===== config.mk =====
export PLATFORM = sky130hd
export DESIGN_NAME = font_access_to_jis_text
export DESIGN_NICKNAME = d
export VERILOG_FILES = /design/src/hdl/fajt_pkg.sv /design/src/hdl/fajt_decode.sv /design/src/hdl/fajt_serial.sv /design/src/hdl/font_access_to_jis_text.sv
export VERILOG_INCLUDE_DIRS = /design/src /design/src/hdl
export SDC_FILE = /design/constraint.sdc
export NUM_CORES = 1
export LEC_CHECK = 0
export BUFFER_PORTS_ARGS = -buffer_cell sky130_fd_sc_hd__buf_4
export CAP_MARGIN = 20
export CORE_UTILIZATION = 55
export CTS_CLUSTER_DIAMETER = 60
export DETAILED_ROUTE_END_ITERATION = 6
export PLACE_DENSITY = 0.81
export SLEW_MARGIN = 20
export SYNTH_ARGS = -nofsm -noshare
export SYNTH_HDL_FRONTEND = slang
export SYNTH_SLANG_ARGS = --single-unit

===== constraint.sdc =====
create_clock -name clk_i -period 16.15 [get_ports clk_i]
set_input_delay 3.23 -clock clk_i [delete_from_list [all_inputs] [get_ports clk_i]]
set_output_delay 3.23 -clock clk_i [all_outputs]
set_load 0.005 [all_outputs]

===== src/hdl/font_access_to_jis_text_assert.svh =====
// Assertion macros for the text capture RTL.
// Files that check their own logic include this header; needs clk_i and rst_ni in scope.
`ifndef FONT_ACCESS_TO_JIS_TEXT_ASSERT_SVH
`define FONT_ACCESS_TO_JIS_TEXT_ASSERT_SVH
`ifndef SYNTHESIS
// Checked on every clock edge outside reset.
`define FAJT_ASSERT(name, prop) \
  name: assert property (@(posedge clk_i) disable iff (!rst_ni) prop) \
    else $error("font_access_to_jis_text: assertion failed");
// Checked on every clock edge, reset included.
`define FAJT_ASSERT_RST(name, prop) \
  name: assert property (@(posedge clk_i) prop) \
    else $error("font_access_to_jis_text: reset assertion failed");
`else
`define FAJT_ASSERT(name, prop)
`define FAJT_ASSERT_RST(name, prop)
`endif
`endif


===== src/hdl/fajt_pkg.sv =====
// Types and constants for the text capture block.
// No dependencies; used by fajt_decode, fajt_serial and the top level.
package fajt_pkg;

  localparam int unsigned MaxWords = 6;

  // escape sequence bytes
  localparam logic [7:0] Esc       = 8'h1B;
  localparam logic [7:0] ParenOpen = 8'h28;
  localparam logic [7:0] Dollar    = 8'h24;
  localparam logic [7:0] FinalB    = 8'h42;
  localparam logic [7:0] FinalI    = 8'h49;

  // character sets
  localparam logic [1:0] SetAscii = 2'd0;
  localparam logic [1:0] SetKana  = 2'd1;
  localparam logic [1:0] SetKanji = 2'd2;

  localparam logic [7:0]  Space    = 8'h20;
  localparam logic [7:0]  CtrlMax  = 8'h1F;
  localparam logic [7:0]  DelChar  = 8'h7F;
  localparam logic [6:0]  KanaMin  = 7'h21;
  localparam logic [6:0]  KanaMax  = 7'h5F;
  localparam logic [15:0] KanaRow  = 16'h7FFF;
  localparam logic [15:0] JisMin   = 16'h2121;
  localparam logic [15:0] JisMax   = 16'h7C7E;
  localparam logic [15:0] JisSpace = 16'h2121;
  localparam logic [6:0]  LoMin    = 7'h21;
  localparam logic [6:0]  LoMax    = 7'h7E;
  localparam int unsigned FlushMargin = 4096;

  // all words caused by one access, lowest index goes out first
  typedef struct packed {
    logic [MaxWords-1:0][7:0] bytes;
    logic [MaxWords-1:0]      flush;
    logic [2:0]               count;
  } burst_t;

endpackage


===== src/hdl/fajt_decode.sv =====
// Input register, character classification and capture state.
// Depends on fajt_pkg; feeds a burst of up to six words to fajt_serial.
module fajt_decode import fajt_pkg::*; #(
  parameter int unsigned BUFFER_SIZE = 65536
) (
  input  logic          clk_i,
  input  logic          rst_ni,
  input  logic          enable_i,
  input  logic          in_valid_i,
  output logic          in_ready_o,
  input  logic [19:0]   rom_address_i,
  input  logic [15:0]   kana_code_i,
  output logic          burst_valid_o,
  input  logic          burst_ready_i,
  output burst_t        burst_o
);

  localparam logic [16:0] FlushLimit = 17'(BUFFER_SIZE - FlushMargin);

  logic        valid_q;
  logic [19:0] addr_q;
  logic [15:0] code_q;
  logic        space_q, space_d;
  logic [1:0]  set_q;
  logic [15:0] fill_q, fill_d;

  logic [15:0] row;
  logic [7:0]  ch;
  logic [6:0]  kana_k;
  logic [7:0]  jis_hi;
  logic [6:0]  jis_lo;
  logic [15:0] jis;
  logic        jis_ok;

  logic        emit, two, req, esc, full, mark, fire;
  logic [1:0]  tgt;
  logic [7:0]  intro, fin, p0, p1;
  logic [2:0]  ntext;
  logic [16:0] sum;

  assign row    = addr_q[19:4];
  assign ch     = row[7:0];
  assign kana_k = code_q[14:8];
  assign jis_hi = {1'b0, row[6:0]} + 8'h20;
  assign jis_lo = row[14:8];
  assign jis    = {jis_hi, 1'b0, jis_lo};
  assign jis_ok = (jis >= JisMin) && (jis <= JisMax) && (jis_lo >= LoMin) && (jis_lo <= LoMax);

  always_comb begin
    emit    = 1'b0;
    two     = 1'b0;
    req     = 1'b0;
    space_d = space_q;
    tgt     = SetAscii;
    intro   = ParenOpen;
    fin     = FinalB;
    p0      = ch;
    p1      = 8'd0;
    if (row[15]) begin
      if (ch <= CtrlMax || ch >= DelChar) begin
        space_d = 1'b1;
        req     = 1'b1;
      end else if (ch == Space && space_q) begin
        req = 1'b1;
      end else begin
        space_d = (ch == Space);
        emit    = 1'b1;
      end
    end else if (row == KanaRow) begin
      space_d = 1'b0;
      tgt     = SetKana;
      fin     = FinalI;
      p0      = {1'b0, kana_k};
      emit    = (kana_k >= KanaMin) && (kana_k <= KanaMax);
    end else if (!row[7]) begin
      // kanji rows with bit 7 set are ignored entirely
      tgt   = SetKanji;
      intro = Dollar;
      two   = 1'b1;
      p0    = {1'b0, jis_hi[6:0]};
      p1    = {1'b0, jis_lo};
      if (jis_ok) begin
        if (space_q && jis == JisSpace) begin
          req = 1'b1;
        end else begin
          space_d = (jis == JisSpace);
          emit    = 1'b1;
        end
      end else begin
        space_d = 1'b1;
        req     = 1'b1;
      end
    end
  end

  assign esc   = emit && (set_q != tgt);
  assign ntext = emit ? ((esc ? 3'd3 : 3'd0) + (two ? 3'd2 : 3'd1)) : 3'd0;
  assign sum   = {1'b0, fill_q} + {14'd0, ntext};
  assign full  = emit && (sum >= FlushLimit);
  // a marker only goes out when something is buffered
  assign mark  = (req || full) && (emit || fill_q != 16'd0);
  assign fill_d = mark ? 16'd0 : sum[15:0];

  always_comb begin
    burst_o.bytes = '0;
    burst_o.flush = '0;
    if (esc) begin
      burst_o.bytes[0] = Esc;
      burst_o.bytes[1] = intro;
      burst_o.bytes[2] = fin;
      burst_o.bytes[3] = p0;
      burst_o.bytes[4] = p1;
    end else begin
      burst_o.bytes[0] = p0;
      burst_o.bytes[1] = p1;
    end
    if (mark) begin
      burst_o.bytes[ntext] = 8'd0;
      burst_o.flush[ntext] = 1'b1;
    end
    burst_o.count = enable_i ? (ntext + {2'd0, mark}) : 3'd0;
  end

  assign burst_valid_o = valid_q && (burst_o.count != 3'd0);
  assign fire          = valid_q && ((burst_o.count == 3'd0) || burst_ready_i);
  assign in_ready_o    = !valid_q || fire;

  always_ff @(posedge clk_i or negedge rst_ni) begin
    if (!rst_ni) begin
      valid_q <= 1'b0;
      space_q <= 1'b0;
      set_q   <= SetAscii;
      fill_q  <= 16'd0;
    end else begin
      if (in_ready_o) begin
        valid_q <= in_valid_i;
      end
      if (fire && enable_i) begin
        space_q <= space_d;
        fill_q  <= fill_d;
        if (emit) begin
          set_q <= tgt;
        end
      end
    end
  end

  always_ff @(posedge clk_i) begin
    if (in_valid_i && in_ready_o) begin
      addr_q <= rom_address_i;
      code_q <= kana_code_i;
    end
  end

endmodule


===== src/hdl/fajt_serial.sv =====
`include "font_access_to_jis_text_assert.svh"
// Burst register that hands out one word per output handshake.
// Depends on fajt_pkg; loaded from fajt_decode.
module fajt_serial import fajt_pkg::*; (
  input  logic       clk_i,
  input  logic       rst_ni,
  input  logic       burst_valid_i,
  output logic       burst_ready_o,
  input  burst_t     burst_i,
  output logic       m_axis_tvalid_o,
  input  logic       m_axis_tready_i,
  output logic [7:0] m_axis_tdata_o,
  output logic       m_axis_tuser_o,
  output logic       m_axis_tlast_o
);

  logic [MaxWords-1:0][7:0] bytes_q;
  logic [MaxWords-1:0]      flush_q;
  logic [2:0]               cnt_q;
  logic                     take, load;

  assign m_axis_tvalid_o = (cnt_q != 3'd0);
  assign take            = m_axis_tvalid_o && m_axis_tready_i;
  // next burst may land in the cycle the last word leaves
  assign burst_ready_o   = (cnt_q == 3'd0) || (take && cnt_q == 3'd1);
  assign load            = burst_valid_i && burst_ready_o;

  assign m_axis_tdata_o = bytes_q[0];
  assign m_axis_tuser_o = flush_q[0];
  assign m_axis_tlast_o = (cnt_q == 3'd1);

  always_ff @(posedge clk_i or negedge rst_ni) begin
    if (!rst_ni) begin
      cnt_q <= 3'd0;
    end else if (load) begin
      cnt_q <= burst_i.count;
    end else if (take) begin
      cnt_q <= cnt_q - 3'd1;
    end
  end

  always_ff @(posedge clk_i) begin
    if (load) begin
      bytes_q <= burst_i.bytes;
      flush_q <= burst_i.flush;
    end else if (take) begin
      bytes_q <= bytes_q >> 8;
      flush_q <= flush_q >> 1;
    end
  end

  `FAJT_ASSERT(a_cnt_range, cnt_q <= 3'd6)
  `FAJT_ASSERT(a_load_nonempty, burst_valid_i |-> burst_i.count != 3'd0)
  `FAJT_ASSERT(a_flush_is_last, m_axis_tvalid_o && flush_q[0] |-> cnt_q == 3'd1)
  `FAJT_ASSERT(a_flush_zero, m_axis_tvalid_o && flush_q[0] |-> bytes_q[0] == 8'd0)
  `FAJT_ASSERT_RST(a_rst_empty, !rst_ni |=> !m_axis_tvalid_o)

endmodule


===== src/hdl/font_access_to_jis_text.sv =====
// channel  | dir | handshake                  | word
// s_axis   | in  | s_axis_tvalid/tready       | tdata: rom_address[19:0], kana_code[35:20]
// m_axis   | out | m_axis_tvalid/tready       | tdata: out_byte; tuser: is_flush; tlast
// apb      | in  | psel & penable & pwrite    | reg 0 at 0x0: capture_enable (bit 0)
// An access is registered, decoded combinationally into up to six words, and those
// words leave one per cycle from the burst register in fajt_serial while tready is high.
// The burst register paces the input: a burst loads as the previous one's last word leaves.
// Reset clears capture_enable, the character set, the space flag and the fill count.
// A stalled output holds its burst; the input register still takes one more access.
// Top level of the text capture block; depends on fajt_pkg, fajt_decode, fajt_serial.
module font_access_to_jis_text import fajt_pkg::*; #(
  parameter int unsigned BUFFER_SIZE = 65536
) (
  input  logic        clk_i,
  input  logic        rst_ni,
  input  logic        s_axis_tvalid_i,
  output logic        s_axis_tready_o,
  input  logic [39:0] s_axis_tdata_i,   // [19:0] rom_address, [35:20] kana_code, [39:36] zero
  output logic        m_axis_tvalid_o,
  input  logic        m_axis_tready_i,
  output logic [7:0]  m_axis_tdata_o,   // [7:0] out_byte
  output logic        m_axis_tuser_o,   // [0] is_flush
  output logic        m_axis_tlast_o,
  input  logic        psel_i,
  input  logic        penable_i,
  input  logic        pwrite_i,
  input  logic [2:0]  paddr_i,
  input  logic [31:0] pwdata_i,
  output logic [31:0] prdata_o,
  output logic        pready_o
);

  logic   enable_q;
  logic   burst_valid, burst_ready;
  burst_t burst;

  assign pready_o = 1'b1;
  assign prdata_o = (paddr_i[2] == 1'b0) ? {31'd0, enable_q} : 32'd0;

  always_ff @(posedge clk_i or negedge rst_ni) begin
    if (!rst_ni) begin
      enable_q <= 1'b0;
    end else if (psel_i && penable_i && pwrite_i && pready_o && paddr_i[2] == 1'b0) begin
      enable_q <= pwdata_i[0];
    end
  end

  fajt_decode #(
    .BUFFER_SIZE(BUFFER_SIZE)
  ) u_decode (
    .clk_i,
    .rst_ni,
    .enable_i      (enable_q),
    .in_valid_i    (s_axis_tvalid_i),
    .in_ready_o    (s_axis_tready_o),
    .rom_address_i (s_axis_tdata_i[19:0]),
    .kana_code_i   (s_axis_tdata_i[35:20]),
    .burst_valid_o (burst_valid),
    .burst_ready_i (burst_ready),
    .burst_o       (burst)
  );

  fajt_serial u_serial (
    .clk_i,
    .rst_ni,
    .burst_valid_i   (burst_valid),
    .burst_ready_o   (burst_ready),
    .burst_i         (burst),
    .m_axis_tvalid_o,
    .m_axis_tready_i,
    .m_axis_tdata_o,
    .m_axis_tuser_o,
    .m_axis_tlast_o
  );

endmodule

==> flow_metrics.tcl <==
set metrics [dict create \
    core_sq_um 9730 \
    via_per_inst 5.81 \
    ctsLongestPathBuffers 2 \
    clkSinkCount 92 \
    cts_tree "built" \
    cp-start-kind "register" \
    port_buffers 44 \
    finalHoldViolations 0 \
    path_max_fanout 13 \
    status "complete, no violations" \
    fmaxAchievable_mhz 95.8 \
    slew_viol_final 0 \
    die-area_sq_um 10400 \
    h-tree-depth 3 \
    slowest_stage "fa_1" \
    rows 36 \
    cts_resized 0 \
    antenna_found_initial 0 \
    synth_edf_count 68 \
    finalCritPeriodShare_pct 64.6 \
    grt_overflow 0 \
    syn_area_per_cell_sq_um 10.6 \
    fin_ws_ps 5710 \
    ios 127 \
    rsz0062_at_grt "false" \
    syn-instance-count 517 \
    dpl.hpwl_mm 7.83 \
    drtIter0Drc 346 \
    cts_root_buf "clkbuf_8" \
    cts_hold_buffers 0 \
    drtAntennaViolNets 0 \
    final_area_sq_um 5930 \
    drv_cap 0 \
    ys.flop_type "edfxtp_1" \
    post_dp_cell_area_sq_um 5750 \
    ys_async_sr_fraction_pct 26.1 \
    min_period_ps 10440 \
    area.growth.synth_to_final_pct 7.92 \
    min_path_type "register to register" \
    yosysSeqAreaShare_pct 48.1 \
    yosys_warnings 0 \
    p_leak_uw 0.00243 \
    relSlewSlack_pct 38.0 \
    numCtsBuffers 9 \
    synth-seq-cells 92 \
    crit_top_cell "ha_1" \
    nets 646 \
    grt_max_degree 48 \
    clk_latency_ps 370 \
    p_per_area_nw_per_um2 119 \
    pre_cts_slack_ps 6210 \
    skew_ps 7.37 \
    grt_pass1_vias 3649 \
    fp.dieW_um 102 \
    ir_worst_vdd_mv 0.0626 \
    required_ps 12920 \
    die_h_um 102 \
    setup_tns_ps 0 \
    post_drt_wl_per_cell_um 15.8 \
    initial_core_util_pct 56.5 \
    wl_mm 10.8 \
    cp.arrival_ps 7210 \
    cp_top_family "simple AND/OR/NAND/NOR gates" \
    num_vias 3983 \
    drc 0 \
    path_buf_inv 4 \
    synthDistinctLibCells 81 \
    syn_area_sq_um 5500 \
    drive_above_1_share_pct 18.6 \
    worst_setup_path_end_kind "output port" \
    max_stage_delay_ps 530 \
    grt_first_pass_wirelength_mm 17.4 \
    worst_pin_slew_ps 929 \
    post_cts_buffers 0 \
    dr.pass1.iters 5 \
    diodes 0 \
    gp_congestion 0.885 \
    hold-worst-slack_ps 514 \
    setup_violations 0 \
    critical_path_class "register to output port" \
    clkSlewWorstSetupHoldPaths_ps 90 \
    grt_use_total_pct 22.2 \
    final_util_pct 61.0 \
]
## stage by stage
step           total power, uW  instances
3_5_place_dp               555        671
2_1_floorplan              503        548
3_3_place_gp               544        671
5_1_grt                    745        686
4_1_cts                    708        686
6_report                   706        686
## worst paths after layout
check                                                    start                                  to  slack, ps  depth (start not counted)
worst max-delay path              u_decode.addr_q[9]$_DFFE_PP_                     s_axis_tready_o       5710                         27
worst min-delay path            u_serial.bytes_q[26]$_DFFE_PP_  u_serial.bytes_q[18]$_SDFFCE_PP0P_        510                          1
worst max register to register    u_decode.addr_q[9]$_DFFE_PP_        u_decode.space_q$_DFFE_PN0P_       8250                         27
worst min register to register  u_serial.bytes_q[26]$_DFFE_PP_  u_serial.bytes_q[18]$_SDFFCE_PP0P_        510                          1
max in group asynchronous                               rst_ni        u_decode.valid_q$_DFFE_PN0P_      13160                          1
min in group asynchronous                               rst_ni      u_decode.fill_q[7]$_DFFE_PN0N_       2740                          1
## cell usage after synthesis, types with 2 or more instances
cell       instances  area (sq um)
or2_2              3          18.8
or3_1              2          12.5
clkbuf_1           3          11.3
nor2_1            42           158
xor2_1             3          26.3
and2_1            16           100
o221ai_1           3          26.3
dfrtp_1           24           601
o21bai_1           4          30.0
buf_4             42           315
a211oi_1           6          45.0
nand4_1            8          50.1
nor2b_1            6          37.5
nor3_2             6          60.1
nand2_1           58           218
clkbuf_2           2          10.0
xnor2_1            4          35.0
a211oi_2           7          87.6
mux2_2             5          56.3
and4b_1            2          20.0
a21oi_2            2          17.5
nor3_1            11          55.1
edfxtp_1          68          2040
a21o_1             7          52.6
nor4_1             8          50.1
buf_2              8          40.0
and4_1             6          52.6
nand2b_1           4          25.0
a31oi_1            4          25.0
o21ai_1            2          10.0
conb_1             2          7.51
nor3b_1            2          15.0
inv_1             20          75.1
o31ai_1           12          90.1
and3_1             5          31.3
ha_1              14           175
buf_6              2          22.5
a221o_1            2          20.0
mux2i_1            9          90.1
o21ai_0           14          70.1
nand3_1           12          60.1
a21oi_1           14          70.1
o2111ai_1          4          35.0
a21boi_0           2          15.0
## layout by cell type (no fill, tap or decap), types with 4 or more instances in the layout
cell,synthesis,final
a211oi_1,6,6
a211oi_2,7,7
a21o_1,7,7
a21oi_1,14,14
a31oi_1,4,4
and2_1,16,16
and3_1,5,5
and4_1,6,6
buf_4,42,47
clkbuf_8,0,9
conb_1,2,33
dfrtp_1,24,24
edfxtp_1,68,68
ha_1,14,14
inv_1,20,20
mux2_2,5,5
mux2i_1,9,9
nand2_1,58,58
nand2b_1,4,4
nand3_1,12,12
nand4_1,8,8
nor2_1,42,42
nor2b_1,6,6
nor3_1,11,11
nor3_2,6,6
nor4_1,8,8
o2111ai_1,4,4
o21ai_0,14,14
o21bai_1,4,4
o31ai_1,12,12
xnor2_1,4,4
## logic make-up (layout without fill, tap and decap cells)
group,Yosys count,after routing,share of synthesized area (%)
other,2,33,0.137
AO/OA/AOI/OAI,106,106,15.3
flip-flops,92,92,48.1
AND/OR/NAND/NOR,204,204,20.5
XOR/XNOR,7,7,1.12
adder cells (fa/ha/maj),15,15,3.55
multiplexers,14,14,2.66
buffers and inverters,77,82,8.63
## flip-flops by register name, summed over array words and instances (netlist names)
register,cells
enable_q,1
u_decode.addr_q,16
u_decode.code_q,7
u_decode.fill_q,16
u_decode.set_q,2
u_decode.space_q,1
u_decode.valid_q,1
u_serial.bytes_q,31
u_serial.cnt_q,3
u_serial.flush_q,6
u_serial.m_axis_tdata_o,8
## worst reg2reg max path: stages, from the launching register on
cell and delay (ps):
edfxtp_1 510, inv_1 140, ha_1 240, nor4b_2 170, a221o_1 310, a221o_1 350, nor4_4 460, o22ai_2 290
ha_1 430, inv_1 110, nor2_1 90, ha_1 260, fa_1 530, nand2b_1 240, o211a_1 240, a21boi_0 120
a211o_2 350, nand4_4 110, nor2_4 80, nor2_2 310, ha_1 220, ha_1 280, nor2_1 170, nand3_1 150
nor4_1 420, a211o_1 720, o31ai_1 200, mux2_2 310
## routing by layer
| layer | part of all wire (%) | routed length (um) | track usage, % |
|---|---|---|---|
| met1 | 44 | 4780 | 28.8 |
| met2 | 49 | 5270 | 35.1 |
| met3 | 4.8 | 517 | 4.04 |
| met4 | 2.5 | 273 | 12.7 |
| met5 | 0 | 0 | 0 |
## report_power, final
group          internal [uW]  switching, uW
sequential               318           26.9
combinational           79.8            126
clock                   71.7           83.6
total                    470            237
## layout make-up
cell class	count	area, sq um
tap	133	166
inverter	20	75.1
timing repair buffer	47	353
fill	794	3800
clock inverter	5	60.1
sequential	92	2640
clock buffer	10	128
multi-input combinational	379	2510
No activity file was read; power rests on OpenSTA's default activity.
